===== src/cave_majority_stencil_filter_macros.svh =====
// assertion helpers used by the top filter module
`ifndef CAVE_MAJORITY_STENCIL_FILTER_MACROS_SVH
`define CAVE_MAJORITY_STENCIL_FILTER_MACROS_SVH

// same-cycle implication, sampled on clk, off while in reset
`define CMSF_ASSERT_IMP(lbl, ante, cons, msg) \
    lbl: assert property (@(posedge clk) disable iff (!rst_n) (ante) |-> (cons)) \
        else $error(msg);

// next-cycle implication, sampled on clk, off while in reset
`define CMSF_ASSERT_NXT(lbl, ante, cons, msg) \
    lbl: assert property (@(posedge clk) disable iff (!rst_n) (ante) |=> (cons)) \
        else $error(msg);

`endif


===== src/cmsf_pkg.sv =====
package cmsf_pkg;

    localparam int CFG_W     = 11;
    localparam int CFG_IDX_W = 1;
    localparam int TDATA_W   = 8;

    localparam logic [CFG_IDX_W-1:0] CFG_LINE_COUNT  = 1'd0;
    localparam logic [CFG_IDX_W-1:0] CFG_LINE_LENGTH = 1'd1;

    localparam logic [CFG_W-1:0] DIM_RESET = 11'd64;

    localparam int OPEN_THRESHOLD = 5;

    localparam int OUT_FIFO_DEPTH = 4;
    localparam int OUT_PTR_W      = 2;
    localparam int OUT_CNT_W      = 3;

    // control flags of the item in the update stage
    typedef struct packed {
        logic       write;
        logic       emit;
        logic       border;
        logic       last;
        logic       cell_bit;
        logic       fwd_hit;
        logic [1:0] fwd_data;
    } s1_flags_t;

    typedef struct packed {
        logic last;
        logic value;
    } out_item_t;

    function automatic int unsigned clamp_dim(input logic [CFG_W-1:0] v,
                                              input int unsigned maxv);
        int unsigned r;
        r = 32'(v);
        if (r < 32'd1) r = 32'd1;
        if (r > maxv) r = maxv;
        return r;
    endfunction

endpackage


===== src/cave_majority_stencil_filter.sv =====
// One pass of the cave cellular automaton over a binary grid streamed line
// by line: an output cell is 1 when it is off the border and at least five
// of its 3x3 window are open. The block takes one item per clock while not
// stalled; an output item is formed in the update stage from the input item
// that completes its window, and the output stream lags the input by
// line_length+1 items, so line_length+1 pad items (tuser high) after the
// frame flush it. The pace is set by the line store, a single memory read
// on accept and written back by the update stage, with the write forwarded
// to a read of the same column. Input stalls when the four-entry output
// queue, counting the item in the update stage, would be full. After reset
// a clearing pass zeroes the line store, and tready stays low until it ends.
`include "cave_majority_stencil_filter_macros.svh"

module cave_majority_stencil_filter
    import cmsf_pkg::*;
#(
    parameter int MAX_LINE_LEN = 1024,
    parameter int MAX_LINES    = 1024
)
(
    input  logic                 clk,
    input  logic                 rst_n,
    // config write port
    input  logic                 cfg_we,
    input  logic [CFG_IDX_W-1:0] cfg_index,
    input  logic [CFG_W-1:0]     cfg_data,
    // input items
    input  logic                 s_tvalid,
    output logic                 s_tready,
    input  logic [TDATA_W-1:0]   s_tdata,   // [0] cell_in, rest zero
    input  logic                 s_tuser,   // pad
    // output items
    output logic                 m_tvalid,
    input  logic                 m_tready,
    output logic [TDATA_W-1:0]   m_tdata,   // [0] cell_out, rest zero
    output logic                 m_tlast    // frame_last
);

    localparam int LEN_W  = $clog2(MAX_LINE_LEN + 1);
    localparam int ADDR_W = $clog2(MAX_LINE_LEN);
    localparam int LINE_W = $clog2(MAX_LINES + 1) + 1;

    // clamped dimensions
    logic [LEN_W-1:0]  w_reg;
    logic [LINE_W-1:0] h_reg;

    // stream positions
    logic [LINE_W-1:0] in_line_reg,  in_line_next;
    logic [LEN_W-1:0]  in_cell_reg,  in_cell_next;
    logic [LINE_W-1:0] out_line_reg, out_line_next;
    logic [LEN_W-1:0]  out_cell_reg, out_cell_next;
    logic              started_reg,  started_next;

    // accept stage decode
    logic              s_fire;
    logic              pad;
    logic              noop;
    logic              in_frame;
    logic              lag_reached;
    logic              emit;
    logic [LEN_W:0]    in_cell_inc;
    logic              in_wrap;
    logic [LEN_W:0]    out_cell_inc;
    logic [LINE_W:0]   out_line_inc;
    logic              out_last_cell;
    logic              out_last_line;
    logic              border;
    logic              last;
    logic [ADDR_W-1:0] rd_addr;

    // update stage
    logic              s1_valid_reg;
    s1_flags_t         s1_flags_reg;
    s1_flags_t         s1_flags_next;
    logic [ADDR_W-1:0] s1_addr_reg;
    logic [1:0]        store_rd_data;
    logic [1:0]        store_wr_data;
    logic              store_wr_en;
    logic              store_ready;
    logic              cell_value;

    // output queue
    out_item_t            push_item;
    out_item_t            head;
    logic                 fifo_push;
    logic                 fifo_pop;
    logic [OUT_CNT_W-1:0] fifo_count;

    // config registers, kept already clamped
    always_ff @(posedge clk or negedge rst_n)
    begin
        if (!rst_n)
        begin
            w_reg <= LEN_W'(clamp_dim(DIM_RESET, MAX_LINE_LEN));
            h_reg <= LINE_W'(clamp_dim(DIM_RESET, MAX_LINES));
        end
        else if (cfg_we)
        begin
            case (cfg_index)
                CFG_LINE_COUNT:  h_reg <= LINE_W'(clamp_dim(cfg_data, MAX_LINES));
                CFG_LINE_LENGTH: w_reg <= LEN_W'(clamp_dim(cfg_data, MAX_LINE_LEN));
                default:         ;
            endcase
        end
    end

    // room for the item in flight plus the new one, store cleared
    assign s_tready = store_ready
                   && (({1'b0, fifo_count} + (OUT_CNT_W+1)'(s1_valid_reg))
                       < (OUT_CNT_W+1)'(OUT_FIFO_DEPTH));
    assign s_fire   = s_tvalid && s_tready;
    assign pad      = s_tuser;
    assign rd_addr  = in_cell_reg[ADDR_W-1:0];

    always_comb
    begin
        // a pad with nothing pending is dropped without a trace
        noop     = pad && !started_reg && (in_line_reg == '0) && (in_cell_reg == '0);
        in_frame = (in_line_reg < h_reg);

        in_cell_inc = {1'b0, in_cell_reg} + (LEN_W+1)'(1);
        in_wrap     = (in_cell_inc >= {1'b0, w_reg});

        // linear input index has reached line_length+1
        lag_reached = (in_line_reg >= LINE_W'(2))
                   || ((in_line_reg == LINE_W'(1)) && (in_cell_reg != '0))
                   || ((in_line_reg == '0) && (in_cell_reg > w_reg));
        emit = started_reg || lag_reached;

        out_cell_inc  = {1'b0, out_cell_reg} + (LEN_W+1)'(1);
        out_line_inc  = {1'b0, out_line_reg} + (LINE_W+1)'(1);
        out_last_cell = (out_cell_inc >= {1'b0, w_reg});
        out_last_line = (out_line_inc >= {1'b0, h_reg});
        border = (out_line_reg == '0) || out_last_line
              || (out_cell_reg == '0) || out_last_cell;
        // an output line beyond the grid closes the frame too
        last   = (out_last_line && out_last_cell) || (out_line_reg >= h_reg);

        in_line_next  = in_line_reg;
        in_cell_next  = in_cell_reg;
        out_line_next = out_line_reg;
        out_cell_next = out_cell_reg;
        started_next  = started_reg;

        if (s_fire && !noop)
        begin
            if (in_wrap)
            begin
                in_cell_next = '0;
                in_line_next = in_line_reg + LINE_W'(1);
            end
            else
            begin
                in_cell_next = in_cell_inc[LEN_W-1:0];
            end

            if (emit)
            begin
                if (last)
                begin
                    in_line_next  = '0;
                    in_cell_next  = '0;
                    out_line_next = '0;
                    out_cell_next = '0;
                    started_next  = 1'b0;
                end
                else
                begin
                    started_next = 1'b1;
                    if (out_last_cell)
                    begin
                        out_cell_next = '0;
                        out_line_next = out_line_inc[LINE_W-1:0];
                    end
                    else
                    begin
                        out_cell_next = out_cell_inc[LEN_W-1:0];
                    end
                end
            end
        end

        s1_flags_next.write    = in_frame;
        s1_flags_next.emit     = emit;
        s1_flags_next.border   = border;
        s1_flags_next.last     = last;
        s1_flags_next.cell_bit = s_tdata[0] && !pad;
        // column written back this cycle is read again: take the new pair
        s1_flags_next.fwd_hit  = s1_valid_reg && s1_flags_reg.write
                              && (s1_addr_reg == rd_addr);
        s1_flags_next.fwd_data = store_wr_data;
    end

    always_ff @(posedge clk or negedge rst_n)
    begin
        if (!rst_n)
        begin
            in_line_reg  <= '0;
            in_cell_reg  <= '0;
            out_line_reg <= '0;
            out_cell_reg <= '0;
            started_reg  <= 1'b0;
            s1_valid_reg <= 1'b0;
        end
        else
        begin
            in_line_reg  <= in_line_next;
            in_cell_reg  <= in_cell_next;
            out_line_reg <= out_line_next;
            out_cell_reg <= out_cell_next;
            started_reg  <= started_next;
            s1_valid_reg <= s_fire && !noop;
        end
    end

    // update stage payload
    always_ff @(posedge clk)
    begin
        if (s_fire)
        begin
            s1_flags_reg <= s1_flags_next;
            s1_addr_reg  <= rd_addr;
        end
    end

    assign store_wr_en = s1_valid_reg && s1_flags_reg.write;

    cmsf_line_store #(
        .DEPTH  (MAX_LINE_LEN),
        .ADDR_W (ADDR_W)
    ) u_line_store (
        .clk     (clk),
        .rst_n   (rst_n),
        .ready   (store_ready),
        .rd_en   (s_fire),
        .rd_addr (rd_addr),
        .rd_data (store_rd_data),
        .wr_en   (store_wr_en),
        .wr_addr (s1_addr_reg),
        .wr_data (store_wr_data)
    );

    cmsf_window_eval u_window_eval (
        .clk     (clk),
        .rst_n   (rst_n),
        .valid   (s1_valid_reg),
        .flags   (s1_flags_reg),
        .rd_data (store_rd_data),
        .wr_data (store_wr_data),
        .value   (cell_value)
    );

    assign fifo_push       = s1_valid_reg && s1_flags_reg.emit;
    assign push_item.last  = s1_flags_reg.last;
    assign push_item.value = cell_value;
    assign fifo_pop        = m_tvalid && m_tready;

    cmsf_out_fifo u_out_fifo (
        .clk       (clk),
        .rst_n     (rst_n),
        .push      (fifo_push),
        .push_item (push_item),
        .pop       (fifo_pop),
        .not_empty (m_tvalid),
        .head      (head),
        .count     (fifo_count)
    );

    assign m_tdata = {{(TDATA_W-1){1'b0}}, head.value};
    assign m_tlast = head.last;

    `CMSF_ASSERT_IMP(a_queue_room, fifo_push, (fifo_count < OUT_CNT_W'(OUT_FIFO_DEPTH)) || fifo_pop, "output queue overflow")
    `CMSF_ASSERT_NXT(a_noop_dropped, s_fire && noop, !s1_valid_reg, "dropped pad entered update stage")
    `CMSF_ASSERT_NXT(a_frame_restart, s_fire && !noop && emit && last, (in_line_reg == '0) && (in_cell_reg == '0) && !started_reg, "positions not cleared at frame end")
    `CMSF_ASSERT_IMP(a_fwd_same_col, store_wr_en && (s1_addr_reg == rd_addr), s1_flags_next.fwd_hit, "same column read missed forward")

endmodule


===== src/cmsf_line_store.sv =====
module cmsf_line_store
    import cmsf_pkg::*;
#(
    parameter int DEPTH  = 1024,
    parameter int ADDR_W = 10
)
(
    input  logic              clk,
    input  logic              rst_n,
    output logic              ready,
    input  logic              rd_en,
    input  logic [ADDR_W-1:0] rd_addr,
    output logic [1:0]        rd_data,
    input  logic              wr_en,
    input  logic [ADDR_W-1:0] wr_addr,
    input  logic [1:0]        wr_data
);

    logic [1:0]        mem [DEPTH];
    logic [1:0]        q_reg;
    logic              clearing_reg;
    logic [ADDR_W-1:0] clr_addr_reg;

    // after reset every column is zeroed once, one per cycle
    always_ff @(posedge clk or negedge rst_n)
    begin
        if (!rst_n)
        begin
            clearing_reg <= 1'b1;
            clr_addr_reg <= '0;
        end
        else if (clearing_reg)
        begin
            clr_addr_reg <= clr_addr_reg + ADDR_W'(1);
            if (clr_addr_reg == ADDR_W'(DEPTH - 1))
            begin
                clearing_reg <= 1'b0;
            end
        end
    end

    always_ff @(posedge clk)
    begin
        if (clearing_reg)
        begin
            mem[clr_addr_reg] <= 2'b00;
        end
        else if (wr_en)
        begin
            mem[wr_addr] <= wr_data;
        end
        if (rd_en)
        begin
            q_reg <= mem[rd_addr];
        end
    end

    assign ready   = !clearing_reg;
    assign rd_data = q_reg;

endmodule


===== src/cmsf_window_eval.sv =====
module cmsf_window_eval
    import cmsf_pkg::*;
(
    input  logic       clk,
    input  logic       rst_n,
    input  logic       valid,
    input  s1_flags_t  flags,
    input  logic [1:0] rd_data,
    output logic [1:0] wr_data,
    output logic       value
);

    logic [8:0] window_reg;
    logic [8:0] window_next;
    logic [1:0] old_pair;
    logic [2:0] col;
    logic [3:0] ones;

    always_comb
    begin
        old_pair = flags.fwd_hit ? flags.fwd_data : rd_data;
        // bit0 two lines up, bit1 one line up, bit2 current
        col      = {flags.cell_bit, old_pair[0], old_pair[1]};
        wr_data  = {old_pair[0], flags.cell_bit};
        window_next = window_reg;
        if (valid && flags.write)
        begin
            window_next = {window_reg[5:0], col};
        end
        ones  = 4'($countones(window_next));
        value = !flags.border && (ones >= 4'(OPEN_THRESHOLD));
    end

    always_ff @(posedge clk or negedge rst_n)
    begin
        if (!rst_n)
        begin
            window_reg <= '0;
        end
        else
        begin
            window_reg <= window_next;
        end
    end

endmodule


===== src/cmsf_out_fifo.sv =====
module cmsf_out_fifo
    import cmsf_pkg::*;
(
    input  logic                 clk,
    input  logic                 rst_n,
    input  logic                 push,
    input  out_item_t            push_item,
    input  logic                 pop,
    output logic                 not_empty,
    output out_item_t            head,
    output logic [OUT_CNT_W-1:0] count
);

    out_item_t            entries [OUT_FIFO_DEPTH];
    logic [OUT_PTR_W-1:0] wr_ptr_reg;
    logic [OUT_PTR_W-1:0] rd_ptr_reg;
    logic [OUT_CNT_W-1:0] count_reg;
    logic                 do_pop;

    assign do_pop = pop && (count_reg != '0);

    always_ff @(posedge clk)
    begin
        if (push)
        begin
            entries[wr_ptr_reg] <= push_item;
        end
    end

    always_ff @(posedge clk or negedge rst_n)
    begin
        if (!rst_n)
        begin
            wr_ptr_reg <= '0;
            rd_ptr_reg <= '0;
            count_reg  <= '0;
        end
        else
        begin
            if (push)
            begin
                wr_ptr_reg <= wr_ptr_reg + OUT_PTR_W'(1);
            end
            if (do_pop)
            begin
                rd_ptr_reg <= rd_ptr_reg + OUT_PTR_W'(1);
            end
            case ({push, do_pop})
                2'b10:   count_reg <= count_reg + OUT_CNT_W'(1);
                2'b01:   count_reg <= count_reg - OUT_CNT_W'(1);
                default: count_reg <= count_reg;
            endcase
        end
    end

    assign not_empty = (count_reg != '0);
    assign head      = entries[rd_ptr_reg];
    assign count     = count_reg;

endmodule

===== config.mk =====
export PLATFORM = sky130hd
export DESIGN_NAME = cave_majority_stencil_filter
export DESIGN_NICKNAME = d
export VERILOG_FILES = /design/src/cmsf_pkg.sv /design/src/cave_majority_stencil_filter.sv /design/src/cmsf_line_store.sv /design/src/cmsf_window_eval.sv /design/src/cmsf_out_fifo.sv
export VERILOG_INCLUDE_DIRS = /design/src /design/src/src
export SDC_FILE = /design/constraint.sdc
export NUM_CORES = 2
export LEC_CHECK = 0
export BUFFER_PORTS_ARGS = -buffer_cell sky130_fd_sc_hd__buf_2
export CORE_MARGIN = 2
export CORE_UTILIZATION = 34
export CTS_BUF_LIST = sky130_fd_sc_hd__clkbuf_8
export DETAILED_ROUTE_END_ITERATION = 12
export SKIP_LAST_GASP = 1
export SLEW_MARGIN = 25
export SYNTH_ARGS = -nofsm -noshare
export SYNTH_HDL_FRONTEND = slang
export SYNTH_SLANG_ARGS = --single-unit

===== constraint.sdc =====
create_clock -name clk -period 77.9 [get_ports clk]
set_clock_uncertainty 0.1 [all_clocks]
set_input_delay 3.895 -clock clk [delete_from_list [all_inputs] [get_ports clk]]
set_output_delay 3.895 -clock clk [all_outputs]
set_load 0.02 [all_outputs]

==> metrics <==
status finished clean; Site Rows 190; Peak VDD IR about 0.042 mV; Routed WL 266,000 um; routed vias/inst between 5 and 6; Rel. slew slack between 10% and 20%; pwr/cell area 31.7 nW/um^2; final non-filler cell total 9,549; Yosys cell types between 80 and 90; Post-Synth Adder-Cell Area 1.31%; crit start category register; Synth Area per Inst around 16 um^2; cell taking the most area after synthesis edfxtp_1; Synth area leaders edfxtp_1 68%, mux4_2 11%, nor2_1 4.6%; Mapped Cells 5,616; slowest library cell on the worst path dfrtp_4; I/O Buffers 22; Post-CTS Hold Buffers 0; Hold Crit Class reg2reg; CP max FO 43; Clock Latency Late Sink around 1.1 ns; first-pass GRT wire length 378,000 um; CTS Buf Count 366; largest family of logic cells by synthesized area multiplexers; top_reg_cell synth edfxtp_1; Die X 523 um; Max Cap Viol 0; fmax between 150 and 200 MHz; critical-path cell list buf_4, buf_4, buf_4, mux4_2, mux4_2, o21ai_0, a31oi_1, nand3_1, nand3_1, o31ai_1, mux2i_1; register area 64,800 um^2; First DRT Iteration DRCs 6,969; share of the synthesized area in the top cell type 68.2%; most frequent cell after synthesis edfxtp_1; Max Slew Vio Count 0; total core area between 200,000 and 300,000 um^2; Setup CP Type reg2reg; pin count of the biggest net entering global routing 255; Worst EP required between 70 and 80 ns; Data arrival, critical path 6.86 ns; clk sink count 2,173; Yosys Warn Count 0; Mapped Area 91,500 um^2; Tot GR Track Use 19.1%; Post-Place Cells 8,900; Simple-Gate Fraction of Synth Area under 10%; Final Instance Area around 100,000 um^2; post-synthesis mux area share a little over an eighth; CTS root buffer clkbuf_8; Die Y between 500 and 600 um; Post-synth EDFFs just over 2,000; I/O pin cnt 37; CTS tree done; Final Wtd Congestion just over 0.8; Post-DP HPWL around 150,000 um; Final Cycle Share 8.06%; #FFs+latches synth 2,173; TritonRoute pass-1 iters 5; min Tclk post-route about 6.3 ns; vias in the first global route 53,800; Filler Cell Count ~25,000; max reg flops 2,048; DRC 0; Final Hold Fails 0; final net count approximately 6,000; final setup fails 0; initial antenna violation count 10; Setup TNS 0 ns; post-synthesis compound-gate area fraction about 4%; worst-margin pin slew roughly 1.2 ns; WL/cell 27.9 um; GRT overflow 0; Leak ~32 nW; post-cts sizing count 0; Die ar. 273,000 um^2; cell mode on critical path buf_4; register area share after synthesis around 71%; CP max stage delay approximately 0.8 ns; Initial Util roughly 34%; RSZ-0062 raised after global routing false; ANT nets after route 0; buffer levels on the longest clock path 4; multi-input logic area ~24,000 um^2; FFs w/ async S/R, synth 4.46%; xor/xnor share of the synthesized area 0.632%; Synth-to-Final Area Change 11.4%; Reg clk slew, reported paths approximately 0.06 ns; share of layout cells above drive strength 1 19.1%; synth cell count leaders 2,076 x edfxtp_1, 1,121 x nor2_1, 435 x mux4_2; htree depth 5; crit end category register; vias after detailed routing 53,300; post-CTS setup buffer count 0; placed cell area 95,100 um^2
cell usage in the layout (no fill, tap or decap), drive strengths merged, types with 24 or more instances in the layout:
cell    count
edfxtp   2076
nor2     1122
mux4      449
clkbuf    372
nand2     253
inv       183
mux2i     174
buf       149
clkinv    135
o21ai     107
dfrtp      94
a21oi      92
ha         86
nand3      60
a22oi      51
o22ai      39
a221oi     39
xnor2      37
nor3       33
a31oi      31
xor2       29
and3       27
mux2       26
nand2b     24
final timing paths:
check | from | end | slack (ns) | cells past startpoint
max | in_cell_reg[0]$_DFFE_PN0P_ | u_line_store.rd_data[0]$_DFFE_PP_ | 71.62 | 11
min | h_reg[4]$_DFFE_PN0P_ | h_reg[4]$_DFFE_PN0P_ | 0.38 | 2
max reg2reg | in_cell_reg[0]$_DFFE_PN0P_ | u_line_store.rd_data[0]$_DFFE_PP_ | 71.62 | 11
min reg2reg | h_reg[4]$_DFFE_PN0P_ | h_reg[4]$_DFFE_PN0P_ | 0.38 | 2
max in group asynchronous | rst_n | in_cell_reg[3]$_DFFE_PN0P_ | 73.73 | 2
min in group asynchronous | rst_n | out_line_reg[3]$_DFFE_PN0P_ | 2.78 | 1
layout make-up:
class | instances | share of cell area (%)
Sequential cell | 2173 | 63.6
Multi-Input combinational cell | 2956 | 24.0
Clock buffer | 372 | 5.03
Tap cell | 3552 | 4.36
Clock inverter | 270 | 1.52
Timing Repair Buffer | 149 | 1.24
Inverter | 71 | 0.268
Antenna cell | 6 | 0.0147
cell families after synthesis:
family	count (synthesis)
buffers and inverters	493
muxes	649
adders and majority gates	92
and+or+nand+nor	1610
AOI/OAI and AO/OA	532
DFF	2173
other	1
xor gates and xnor gates	66
metrics by stage:
stage | worst slack [ns] | power (mW) | utilization (%) | hold slack, ns
floorplan | 48.21 | 2.07 | - | 0.337
global placement | 71.41 | 2.29 | 35.5 | 0.372
detailed placement | 71.38 | 2.30 | 35.5 | 0.374
CTS | 71.61 | 3.24 | 38.0 | 0.387
global route | 71.44 | 3.34 | 38.1 | 0.412
finish | 71.62 | 3.23 | 38.1 | 0.383
routing by layer:
layer | GRT usage (%) | up-vias | wire length (um)
li1 | - | 21900 | -
met1 | 25.9 | 27800 | 105000
met2 | 30.2 | 2932 | 124000
met3 | 4.03 | 573 | 27500
met4 | 7.04 | 4 | 9920
met5 | 0 | - | 34
critical path, delay by kind of cell (launching register included):
family	cells	cell delay, ns
AO/OA/AOI/OAI	3	0.87
flip-flops	1	0.80
buffers and inverters	3	2.19
AND/OR/NAND/NOR	2	0.44
multiplexers	3	1.40
power breakdown:
part           switching [mW]  internal [mW]  total, mW
clock network           0.458          0.498      0.956
registers              0.0270           1.35       1.38
logic                   0.566          0.335      0.900
total                    1.05           2.18       3.23
(Power assumes the default switching activity.)
